`src/rtl/assert_macros.svh`:
```
// Assertion helpers for the particle pool blocks.
// Expects i_clk and i_rst_n in the scope of the including module.
`ifndef ASSERT_MACROS_SVH
`define ASSERT_MACROS_SVH

// Check a property at every clock edge outside reset
`define PPU_ASSERT(lbl, prop, msg) \
    lbl: assert property (@(posedge i_clk) disable iff (!i_rst_n) prop) \
        else $error(msg);

// Check that a condition in one cycle is followed by another in the next
`define PPU_ASSERT_NEXT(lbl, ante, cons, msg) \
    `PPU_ASSERT(lbl, (ante) |=> (cons), msg)

`endif

```
`src/rtl/ppu_pkg.sv`:
```
`timescale 1ns / 1ps
// Shared types and constants of the particle pool update block.
// No dependencies; used by ppu_ctrl, ppu_dpath and particle_pool_update.
package ppu_pkg;

    // Pool geometry
    localparam int POOL_SIZE = 32;
    localparam int SLOT_W    = (POOL_SIZE > 1) ? $clog2(POOL_SIZE) : 1;

    // Field widths
    localparam int DT_W    = 16;
    localparam int POS_W   = 24;
    localparam int RAND_W  = 7;
    localparam int GRAY_W  = 9;
    localparam int ALPHA_W = 9;
    localparam int LIFE_W  = 17;
    localparam int FADE_W  = 12;
    localparam int VSC_W   = 16;

    // Configuration register indexes and reset values
    localparam int CFG_IDX_W = 2;
    localparam logic [CFG_IDX_W-1:0] CFG_FADE_RATE   = 2'd0;
    localparam logic [CFG_IDX_W-1:0] CFG_VEL_SCALE   = 2'd1;
    localparam logic [CFG_IDX_W-1:0] CFG_SPAWN_LIFE  = 2'd2;
    localparam logic [FADE_W-1:0]    FADE_RATE_RST   = 12'd640;
    localparam logic [VSC_W-1:0]     VEL_SCALE_RST   = 16'd6554;
    localparam logic [LIFE_W-1:0]    SPAWN_LIFE_RST  = 17'd65536;

    // Item kinds
    localparam logic CMD_SPAWN = 1'b0;
    localparam logic CMD_TICK  = 1'b1;

    typedef enum logic [2:0] {
        ST_IDLE,
        ST_SCAN,
        ST_SPAWN_MUL,
        ST_SPAWN_WR,
        ST_TICK_FADE,
        ST_TICK_RD,
        ST_TICK_MUL,
        ST_TICK_WR
    } t_state;

    // One input item, without its kind
    typedef struct packed {
        logic        [RAND_W-1:0] rand_color;
        logic signed [RAND_W-1:0] rand_pos;
        logic signed [POS_W-1:0]  offset_y;
        logic signed [POS_W-1:0]  offset_x;
        logic signed [POS_W-1:0]  obj_vel_y;
        logic signed [POS_W-1:0]  obj_vel_x;
        logic signed [POS_W-1:0]  obj_pos_y;
        logic signed [POS_W-1:0]  obj_pos_x;
        logic        [DT_W-1:0]   tick_dt;
    } t_in_item;

    // Controller to datapath
    typedef struct packed {
        logic              latch_in;
        logic              spawn_mul;
        logic              spawn_wr;
        logic              fade_calc;
        logic              rd_en;
        logic              tick_mul;
        logic              tick_wr;
        logic [SLOT_W-1:0] slot;
        logic [SLOT_W-1:0] rd_slot;
    } t_dp_cmd;

    // Datapath to controller
    typedef struct packed {
        logic slot_alive;
        logic out_free;
    } t_dp_stat;

endpackage

```
`src/rtl/ppu_ctrl.sv`:
```
`timescale 1ns / 1ps
// Controller of the particle pool: slot search, spawn and tick sequencing.
// Depends on ppu_pkg and assert_macros.svh.
`include "assert_macros.svh"

module ppu_ctrl (
    input  logic               i_clk,
    input  logic               i_rst_n,
    input  logic               i_in_valid,
    input  logic               i_in_cmd,
    output logic               o_in_ready,
    input  ppu_pkg::t_dp_stat  i_stat,
    output ppu_pkg::t_dp_cmd   o_cmd
);

    localparam logic [ppu_pkg::SLOT_W-1:0] LAST_SLOT =
        ppu_pkg::SLOT_W'(ppu_pkg::POOL_SIZE - 1);

    ppu_pkg::t_state r_state, n_state;
    logic [ppu_pkg::SLOT_W-1:0] r_slot, n_slot;
    logic [ppu_pkg::SLOT_W-1:0] r_steps, n_steps;
    logic [ppu_pkg::SLOT_W-1:0] r_last_used, n_last_used;
    logic accept;

    assign o_in_ready = (r_state == ppu_pkg::ST_IDLE);
    assign accept     = i_in_valid && o_in_ready;

    // State and counters
    always_ff @(posedge i_clk) begin
        if (!i_rst_n) begin
            r_state     <= ppu_pkg::ST_IDLE;
            r_slot      <= '0;
            r_steps     <= '0;
            r_last_used <= '0;
        end else begin
            r_state     <= n_state;
            r_slot      <= n_slot;
            r_steps     <= n_steps;
            r_last_used <= n_last_used;
        end
    end

    // Next state and datapath commands
    always_comb begin
        n_state       = r_state;
        n_slot        = r_slot;
        n_steps       = r_steps;
        n_last_used   = r_last_used;
        o_cmd         = '0;
        o_cmd.slot    = r_slot;
        o_cmd.rd_slot = r_slot;
        case (r_state)
            ppu_pkg::ST_IDLE: begin
                if (accept) begin
                    o_cmd.latch_in = 1'b1;
                    if (i_in_cmd == ppu_pkg::CMD_SPAWN) begin
                        n_slot  = r_last_used;
                        n_steps = '0;
                        n_state = ppu_pkg::ST_SCAN;
                    end else begin
                        n_state = ppu_pkg::ST_TICK_FADE;
                    end
                end
            end
            // Look at one slot a cycle, wrapping from the last used one
            ppu_pkg::ST_SCAN: begin
                if (!i_stat.slot_alive) begin
                    n_last_used = r_slot;
                    n_state     = ppu_pkg::ST_SPAWN_MUL;
                end else if (r_steps == LAST_SLOT) begin
                    n_slot      = '0;
                    n_last_used = '0;
                    n_state     = ppu_pkg::ST_SPAWN_MUL;
                end else begin
                    n_slot  = (r_slot == LAST_SLOT) ? '0 : r_slot + 1'b1;
                    n_steps = r_steps + 1'b1;
                end
            end
            ppu_pkg::ST_SPAWN_MUL: begin
                o_cmd.spawn_mul = 1'b1;
                n_state         = ppu_pkg::ST_SPAWN_WR;
            end
            ppu_pkg::ST_SPAWN_WR: begin
                o_cmd.spawn_wr = 1'b1;
                n_state        = ppu_pkg::ST_IDLE;
            end
            ppu_pkg::ST_TICK_FADE: begin
                o_cmd.fade_calc = 1'b1;
                n_slot          = '0;
                n_state         = ppu_pkg::ST_TICK_RD;
            end
            ppu_pkg::ST_TICK_RD: begin
                o_cmd.rd_en = 1'b1;
                n_state     = ppu_pkg::ST_TICK_MUL;
            end
            ppu_pkg::ST_TICK_MUL: begin
                o_cmd.tick_mul = 1'b1;
                n_state        = ppu_pkg::ST_TICK_WR;
            end
            // Write back one slot and fetch the next while the beat goes out
            ppu_pkg::ST_TICK_WR: begin
                if (i_stat.out_free) begin
                    o_cmd.tick_wr = 1'b1;
                    if (r_slot == LAST_SLOT) begin
                        n_state = ppu_pkg::ST_IDLE;
                    end else begin
                        o_cmd.rd_en   = 1'b1;
                        o_cmd.rd_slot = r_slot + 1'b1;
                        n_slot        = r_slot + 1'b1;
                        n_state       = ppu_pkg::ST_TICK_MUL;
                    end
                end
            end
            default: begin
                n_state = ppu_pkg::ST_IDLE;
            end
        endcase
    end

    `PPU_ASSERT(a_wr_needs_room, o_cmd.tick_wr |-> i_stat.out_free, "tick write without room")
    `PPU_ASSERT_NEXT(a_tick_starts, accept && (i_in_cmd == ppu_pkg::CMD_TICK), r_state == ppu_pkg::ST_TICK_FADE, "tick did not start")
    `PPU_ASSERT_NEXT(a_spawn_ends, r_state == ppu_pkg::ST_SPAWN_WR, r_state == ppu_pkg::ST_IDLE, "spawn did not end")

endmodule

```
`config.mk`:
```
export PLATFORM = sky130hd
export DESIGN_NAME = ppu_ctrl
export DESIGN_NICKNAME = d
export VERILOG_FILES = /design/src/rtl/ppu_pkg.sv /design/src/rtl/ppu_ctrl.sv
export VERILOG_INCLUDE_DIRS = /design/src /design/src/rtl
export SDC_FILE = /design/constraint.sdc
export NUM_CORES = 1
export LEC_CHECK = 0
export ABC_AREA = 0
export BUFFER_PORTS_ARGS = -buffer_cell sky130_fd_sc_hd__buf_2
export CORE_MARGIN = 1.5
export CORE_UTILIZATION = 27
export DETAILED_ROUTE_END_ITERATION = 6
export MAX_ROUTING_LAYER = met4
export PLACE_DENSITY = 0.49
export SKIP_CTS_REPAIR_TIMING = 1
export SYNTH_ARGS = -nofsm -noshare
export SYNTH_HDL_FRONTEND = slang
export SYNTH_SLANG_ARGS = --single-unit
```
`constraint.sdc`:
```
create_clock -name i_clk -period 2.15 [get_ports i_clk]
set_clock_uncertainty 0.1 [all_clocks]
set_input_delay 0.1075 -clock i_clk [delete_from_list [all_inputs] [get_ports i_clk]]
set_output_delay 0.1075 -clock i_clk [all_outputs]
set_load 0.01 [all_outputs]
```
; ---- Word level (Yosys, flattened, before mapping)
; Cells that the tools add are included.
[word_totals]
regBits = 18
input_bits = 6
output_inout_bits = 18
[classes]
n_eq_ne = 16
n_addsub = 2
n_mux = 34
reduce_logical = 8
[op_table]
columns = op, count
row1 = $mux 5, 14
row2 = $pmux 3 s8, 1
row3 = $pmux 5 s4, 1
row4 = $mux 3, 6
row5 = $eq 3x3->1 const B, 4
row6 = $add 5x1->5 const B, 2
row7 = $eq 5x5->1 const B, 2
row8 = $mux 1, 10
row9 = $pmux 5 s2, 1
row10 = $ne 2x2->1 const B, 4
row11 = $eq 3x2->1 const B, 2
row12 = $reduce_and 5->1, 1
row13 = $ne 2x1->1 const B, 2
row14 = $reduce_and 4->1, 1
row15 = $reduce_bool 4->1, 1
row16 = $eq 3x1->1 const B, 1
row17 = $logic_not 3->1, 1
row18 = $ne 3x3->1 const B, 1
row19 = $reduce_and 3->1, 1
row20 = $pmux 1 s2, 1
row21 = $reduce_and 2->1, 1
row22 = $reduce_bool 2->1, 1
row23 = $logic_and 1x1->1, 1

; ---- Logic depth before layout (Yosys ltp)
; Gate-level depths: netlist (run 1).
[depth]
ltp_word = 5
depth_mapped = 10
depth_no_buf = 10

; ---- Least setup slack after synthesis (run 1)
; Ideal clock, no wire load.
[synth_timing]
path_kind = register to register
start = reg r_slot[0] in the netlist's numbering
end = reg r_slot[1] in the netlist's numbering
path_slack_ns = 0.110
t_arrival_ns = 1.852
setup_ns = 0.088
path_stages_with_launch = 10
required_ns = 1.962
cell_sequence = dfxtp_1 ha_1 nand3_1 inv_1 ha_1 nand2b_1 nor2_1 o21ai_1 and3_1 o32ai_2
[synth_via]
elab_chain_cells = 5
[synth_lines]
columns = element, line
row1 = from (decl), ppu_ctrl.sv:20  ; logic [ppu_pkg::SLOT_W-1:0] r_slot, n_slot;
row2 = from (signal assigned), ppu_ctrl.sv:37  ; r_slot <= n_slot;
row3 = $add 5x1->5 or $eq 5x5->1 (tied branches), "ppu_ctrl.sv:75, ppu_ctrl.sv:109, ppu_ctrl.sv:104"
row4 = $mux 5, ppu_ctrl.sv:75  ; n_slot = (r_slot == LAST_SLOT) ? '0 : r_slot + 1'b1;
row5 = $mux 5, ppu_ctrl.sv:70  ; end else if (r_steps == LAST_SLOT) begin
row6 = $mux 5, ppu_ctrl.sv:67  ; if (!i_stat.slot_alive) begin
row7 = $pmux 5 s4 *, ppu_ctrl.sv:52  ; case (r_state)
; Mark *: on every way between the ends. The rest lies on a longest branch, timed or not. The select of a mux whose other input is x is not followed.
; A chain may end at the register's enable or synchronous reset.

==> results of run 1 <==
## per-stage QoR
| stage | setup TNS, ns | worst slack [ns] |
|---|---|---|
| final | 0 | 0.0771 |
| after global routing | -0.0399 | -0.0335 |
| after CTS | -0.242 | -0.145 |
| after detailed placement | 0 | 0.0768 |
| after global placement | 0 | 0.138 |
| after floorplan | 0 | 0.110 |
## layer usage
metal	global-route usage, %	share of wire [%]	vias to the layer above
met5	-	0	-
met4	4.79	1.4	0
met3	3.63	4.5	5
met2	21.0	47	28
met1	16.8	47	542
li1	-	-	602
## Yosys cell counts, drive strengths merged
library cell / count
and2: 3
a22oi: 7
inv: 8
nand4: 1
nor2b: 11
clkbuf: 2
mux2: 1
o31ai: 1
buf: 4
nand2b: 2
nor2: 13
nand3: 5
nor3b: 3
nor3: 4
dfxtp: 18
o32ai: 1
a31oi: 3
mux2i: 1
o21ai: 10
ha: 6
or3b: 1
o221ai: 1
and3b: 2
a32oi: 1
xnor2: 4
a21bo: 1
nor4: 2
o211ai: 3
nand2: 15
and3: 3
o22ai: 4
o21a: 3
a21oi: 6
## cells by family (layout without fill, tap and decap cells)
| group | Yosys count | in the layout |
|---|---|---|
| AOI/OAI and AO/OA | 41 | 41 |
| xor gates and xnor gates | 4 | 4 |
| adders and majority gates | 6 | 6 |
| buffers and inverters | 14 | 45 |
| DFF | 18 | 18 |
| muxes | 2 | 2 |
| and+or+nand+nor | 65 | 65 |
## state kept, by name, indices dropped and copies added, names as in the netlist
register / flops
r_state: 3
r_last_used: 5
r_steps: 5
r_slot: 5
## critical path: cells and delay by family (launching register included)
family          cells  cell delay, ns
compound gates      1            0.13
fa+ha+maj           3            0.64
buf+inv             4            0.39
flops               1            0.35
simple gates        1            0.09
## worst min-delay path by stage
stage,endpoint,slack (ns),cells past startpoint
6_report,r_state[2]$_SDFFE_PN0P_,0.06,3
4_1_cts,r_state[2]$_SDFFE_PN0P_,0.06,3
2_1_floorplan,r_slot[2]$_SDFFE_PN0P_,0.15,2
5_1_grt,r_state[2]$_SDFFE_PN0P_,0.08,3
3_5_place_dp,r_state[2]$_SDFFE_PN0P_,0.33,3
3_3_place_gp,r_state[2]$_SDFFE_PN0P_,0.34,3
## cell usage in the layout (no fill, tap or decap), types with 2 or more instances in the layout
cell type,count
nor3_1,2
buf_4,9
dfxtp_1,16
o21ai_1,4
a21oi_1,6
nand2_1,15
a31oi_1,3
and3b_1,2
o211ai_1,3
and3_1,3
nor2_4,2
nand3_2,2
nand3_1,3
nor4_1,2
o21ai_0,6
nor3b_1,3
ha_1,4
inv_1,8
a22oi_1,7
nor2b_1,11
clkbuf_8,4
and2_1,3
nor2_1,11
o22ai_1,4
dfxtp_2,2
xnor2_1,4
buf_2,23
o21a_1,3
## area by class of cell
| class | count | share of cell area [%] |
|---|---|---|
| well taps | 50 | 4.13 |
| clock buffers | 4 | 3.64 |
| multi-input cells | 118 | 53.5 |
| flip-flops and latches | 18 | 24.0 |
| repair buffers | 33 | 12.8 |
| inverters | 8 | 1.98 |
## power breakdown
part	total, mW	internal [mW]	switching [mW]
sequential	0.423	0.375	0.0488
combinational	0.549	0.230	0.319
clock	0.282	0.163	0.119
total	1.25	0.767	0.486
==> metrics.txt, run 1 <==
status=finished clean; largest net degree at the start of global routing=19; pwr dens=828 nW/um2; layout cell share with drive strength beyond 1=28.7%; Area contributors post-synth=dfxtp_1, ha_1, nor2b_1; largest family of logic cells by synthesized area=simple AND/OR/NAND/NOR gates; Final Max Tran Viols=0; Core Area=4120 um2; Warnings, synthesis=0; Die Height=69.2 um; fill count=460; Worst Min Path Start=i_in_cmd; top cell type's share of synthesized area=30.4%; Reg clk slew, reported paths=0.07 ns; Detailed Routing Iterations Pass 1=4; worst hold path class=input pin to flip-flop; Routed Antenna Nets=0; vias after detailed routing=1,177; Unique masters post-synth=39; latest clock arrival within the worst-skew pair=0.26 ns; clk sinks=18; xor/xnor share of the synthesized area=2.96%; CP max stage cell=dfxtp_2; initial antenna violation count=0; final-stage net count=194; fmax=0.482 GHz; n_diodes=0; #FFs+latches synth=18; Crit Path Class=flip-flop to output pin; PortBufs=23; Worst Reg2Reg Path Length in Cells=7; DIE WIDTH=69.2 um; nature of the critical path startpoint=flip-flop; grt ovf=0; simple-gate share of the synthesized area=30.0%; worst path cell trace=ha_4 > nand3_2 > inv_1 > ha_2 > buf_6 > inv_1 > ha_1 > o21ai_1 > buf_2; WL final=3150 um; FF-to-FF setup slack=0.14 ns; Util after Layout=36.8%; Rel. slew slack=61.1%; Mean Syn Cell Area=7.90 um2; critical path's largest stage delay=0.35 ns; multi-input logic area=810 um2; multiplexer share of the synthesized area=1.80%; Area growth, synth to finish=27.8%; Synth Area in Compound Gates=23.0%; r2r endpoint=r_slot[2]$_SDFFE_PN0P_; register area=363 um2; maximum fanout along the worst path=5; Worst Setup EP=o_cmd[0]; H-Tree Depth=1; DP Wirelength=2390 um; final critical-path share of the clock period=96.4%; Critical R2R Launch=r_steps[0]$_SDFFE_PN0P_; I/O pin cnt=24; Critical Path Source=r_slot[0]$_SDFFE_PN0P_; total power=1.25 mW; Adder-Cell Fraction of Synth Area=6.34%; vias in the first global route=1,091; Mapped Area=1180 um2; vias per cell=5.10; syn_nets=162; Worst Hold Slack=0.0613 ns; Site Rows=23; TritonCTS clock tree=yes; Die Area=4790 um2; Root Driver=clkbuf_8; Cells after Synth=150; drt initial violations=85; Max IR drop VDD=0.225 mV; Cell Count, Final, Fillers Out=231; static leakage=0.611 nW; final RePlAce weighted congestion=0.755; dpl cell area=1400 um2; post-synth top area cell=dfxtp_1; gr usage total=13.5%; critical path data required time=1.94 ns; Slew @ Worst Pin=0.578 ns; endpoints failing hold=0; worst path arrival time=1.87 ns; RSZ-0062 raised after global routing=true; global-route wire length before repair=5100 um; cell area after layout=1510 um2; placed cells=227; Starting Density=28.8%; CTS max path bufs=2; register area share after synthesis=30.4%; Tmin final=2.07 ns; total of max-cap violations=0; Wirelength per Cell=13.6 um; Worst setup EP type=output pin; Setup Viol. Count Final=0; # DRC=0; Most common cell on crit path=inv_1; TritonCTS Buffers=3
Power figures use the tool's default switching activity.
==> run 2, diff against run 1 <==
==> constraint.sdc (replaced) <==
create_clock -name i_clk -period 2.15 [get_ports i_clk]
set_clock_uncertainty 0.1 [all_clocks]
set_input_delay 0.3225 -clock i_clk [delete_from_list [all_inputs] [get_ports i_clk]]
set_output_delay 0.3225 -clock i_clk [all_outputs]
set_load 0.01 [all_outputs]
==> run 2 against run 1 <==
The run now ends with negative setup slack left. Combinational power grew 3%. Global-route usage rose by 0.14 points. Utilization is 2.2 points higher. Critical path type unchanged. Critical endpoint is now o_cmd[1]. Highest routed layer unchanged.
==> metrics.txt, run 2 (synthesis gave the netlist of run 1 again) <==
Tmin final=2.18 ns (+0.112 ns); Wirelength per Cell=13.1 um (-4.0%); failing checks=negative setup slack; largest net degree at the start of global routing=19 (unchanged); Most common cell on crit path=ha_4; Crit Path Class=flip-flop to output pin; most frequent cells in the layout=buf_2, buf_4, dfxtp_1; biggest regs=r_last_used x5, r_slot x5, r_steps x5; Die Height=69.2 um (unchanged); TritonCTS clock tree=yes; Starting Density=28.8% (unchanged); initial antenna violation count=0 (unchanged); static leakage=0.675 nW (+10%); n_diodes=0 (unchanged); grt ovf=0 (unchanged); Max IR drop VDD=0.189 mV (-16%); Root Driver=clkbuf_8; endpoints failing hold=0 (unchanged); WL final=3130 um (-0.64%); setup ws final=-0.0346 ns (-0.112 ns); Setup Viol. Count Final=2 (+2); worst path cell trace=ha_4 > nand3_2 > inv_2 > ha_4 > nand2b_4 > nor2_4 > mux2_2 > buf_2; vias in the first global route=1,199 (+9.9%); # DRC=0 (unchanged); placed cells=231 (+1.8%); total of max-cap violations=0 (unchanged); layout cell share with drive strength beyond 1=33.3% (+4.6 points); final RePlAce weighted congestion=0.807 (+6.9%); Util after Layout=39.0% (+2.2 points); fill count=448 (-2.6%); nature of the critical path startpoint=flip-flop; maximum fanout along the worst path=2 (-3); clk sinks=18 (unchanged); final critical-path share of the clock period=102% (+5.2 points); DP Wirelength=2360 um (-1.2%); worst path arrival time=1.76 ns (-0.11 ns); fmax=0.458 GHz (-5.1%); Routed Antenna Nets=0 (unchanged); Slew @ Worst Pin=0.509 ns (-0.0689 ns); global-route wire length before repair=5330 um (+4.5%); DIE WIDTH=69.2 um (unchanged); vias after detailed routing=1,216 (+3.3%); Rel. slew slack=65.8% (+4.6 points); leading cell type in the layout, fill and taps excluded=buf_2; Worst setup EP type=output pin; cell area after layout=1610 um2 (+6.1%); Detailed Routing Iterations Pass 1=4 (unchanged); critical path's largest stage delay=0.34 ns (about the same); I/O pin cnt=24 (unchanged); status=complete, but fails checks; PortBufs=23 (unchanged); gr usage total=13.6% (+0.14 points); H-Tree Depth=1 (unchanged); latest clock arrival within the worst-skew pair=0.25 ns (about the same); worst hold path class=input pin to flip-flop; Reg clk slew, reported paths=0.07 ns (about the same); TritonCTS Buffers=3 (unchanged); drt initial violations=66 (-22%); dpl cell area=1440 um2 (+2.3%); Final TNS setup=-0.0499 ns (-0.0499 ns); final-stage net count=202 (+4.1%); CP max stage cell=dfxtp_2; pwr dens=785 nW/um2 (-5.1%); vias per cell=5.09 (-0.14%); Cell Count, Final, Fillers Out=239 (+3.5%); Site Rows=23 (unchanged); total power=1.26 mW (+0.66%); CTS max path bufs=2 (unchanged); critical path data required time=1.73 ns (-0.21 ns); Core Area=4120 um2 (unchanged); RSZ-0062 raised after global routing=true; Die Area=4790 um2 (unchanged); Area growth, synth to finish=35.6%; Final Max Tran Viols=0 (unchanged)
[run 2: cell types whose count changed in the layout (fill, tap and decap cells not counted), sizes merged]
cell / before / now
buf: 33 / 41
[run 2: final timing paths]
| kind | startpoint | end | slack [ns] | cells after the start |
|---|---|---|---|---|
| worst max register to register | r_steps[0]$_SDFFE_PN0P_ | r_slot[2]$_SDFFE_PN0P_ | 0.03 | 7 |
| worst max-delay path | r_slot[1]$_SDFFE_PN0P_ | o_cmd[1] | -0.03 | 8 |
| worst min-delay path | i_in_cmd | r_state[2]$_SDFFE_PN0P_ | 0.28 | 3 |
| worst min register to register | r_last_used[3]$_SDFFE_PN0P_ | r_slot[3]$_SDFFE_PN0P_ | 0.37 | 2 |
[run 2: stage by stage]
stage | worst slack, ns | hold slack (ns)
floorplan | -0.00484 | 0.350
global placement | 0.132 | 0.365
detailed placement | 0.108 | 0.363
CTS | -0.169 | 0.282
global route | -0.101 | 0.332
finish | -0.0346 | 0.279
[run 2: power breakdown]
part | leakage (nW) | internal (mW) | switching [mW]
Sequential | 0.147 | 0.375 | 0.0414
Clock | 0.0288 | 0.163 | 0.118
Combinational | 0.499 | 0.238 | 0.327
[run 2: routing by layer]
metal  wire length, um  global-route usage (%)  vias up
met2              1490                    23.1       22
li1                  -                       -      618
met4                79                    5.01        0
met1              1430                    15.7      567
met5                 0                       -        -
met3               123                    3.20        9
[run 2: final cells by class]
cell class	instances	area, um2	area share, %
Sequential cell	18	363	22.6
Timing Repair Buffer	41	258	16.0
Tap cell	50	62.6	3.89
Clock buffer	4	55.1	3.43
Multi-Input combinational cell	118	838	52.2
Inverter	8	30.0	1.87
[run 2: worst max-delay path, delay by kind of cell (launching register included)]
| kind | cells | cell delay [ns] |
|---|---|---|
| fa+ha+maj | 2 | 0.32 |
| buf+inv | 2 | 0.19 |
| simple gates | 3 | 0.32 |
| flops | 1 | 0.34 |
| mux | 1 | 0.34 |
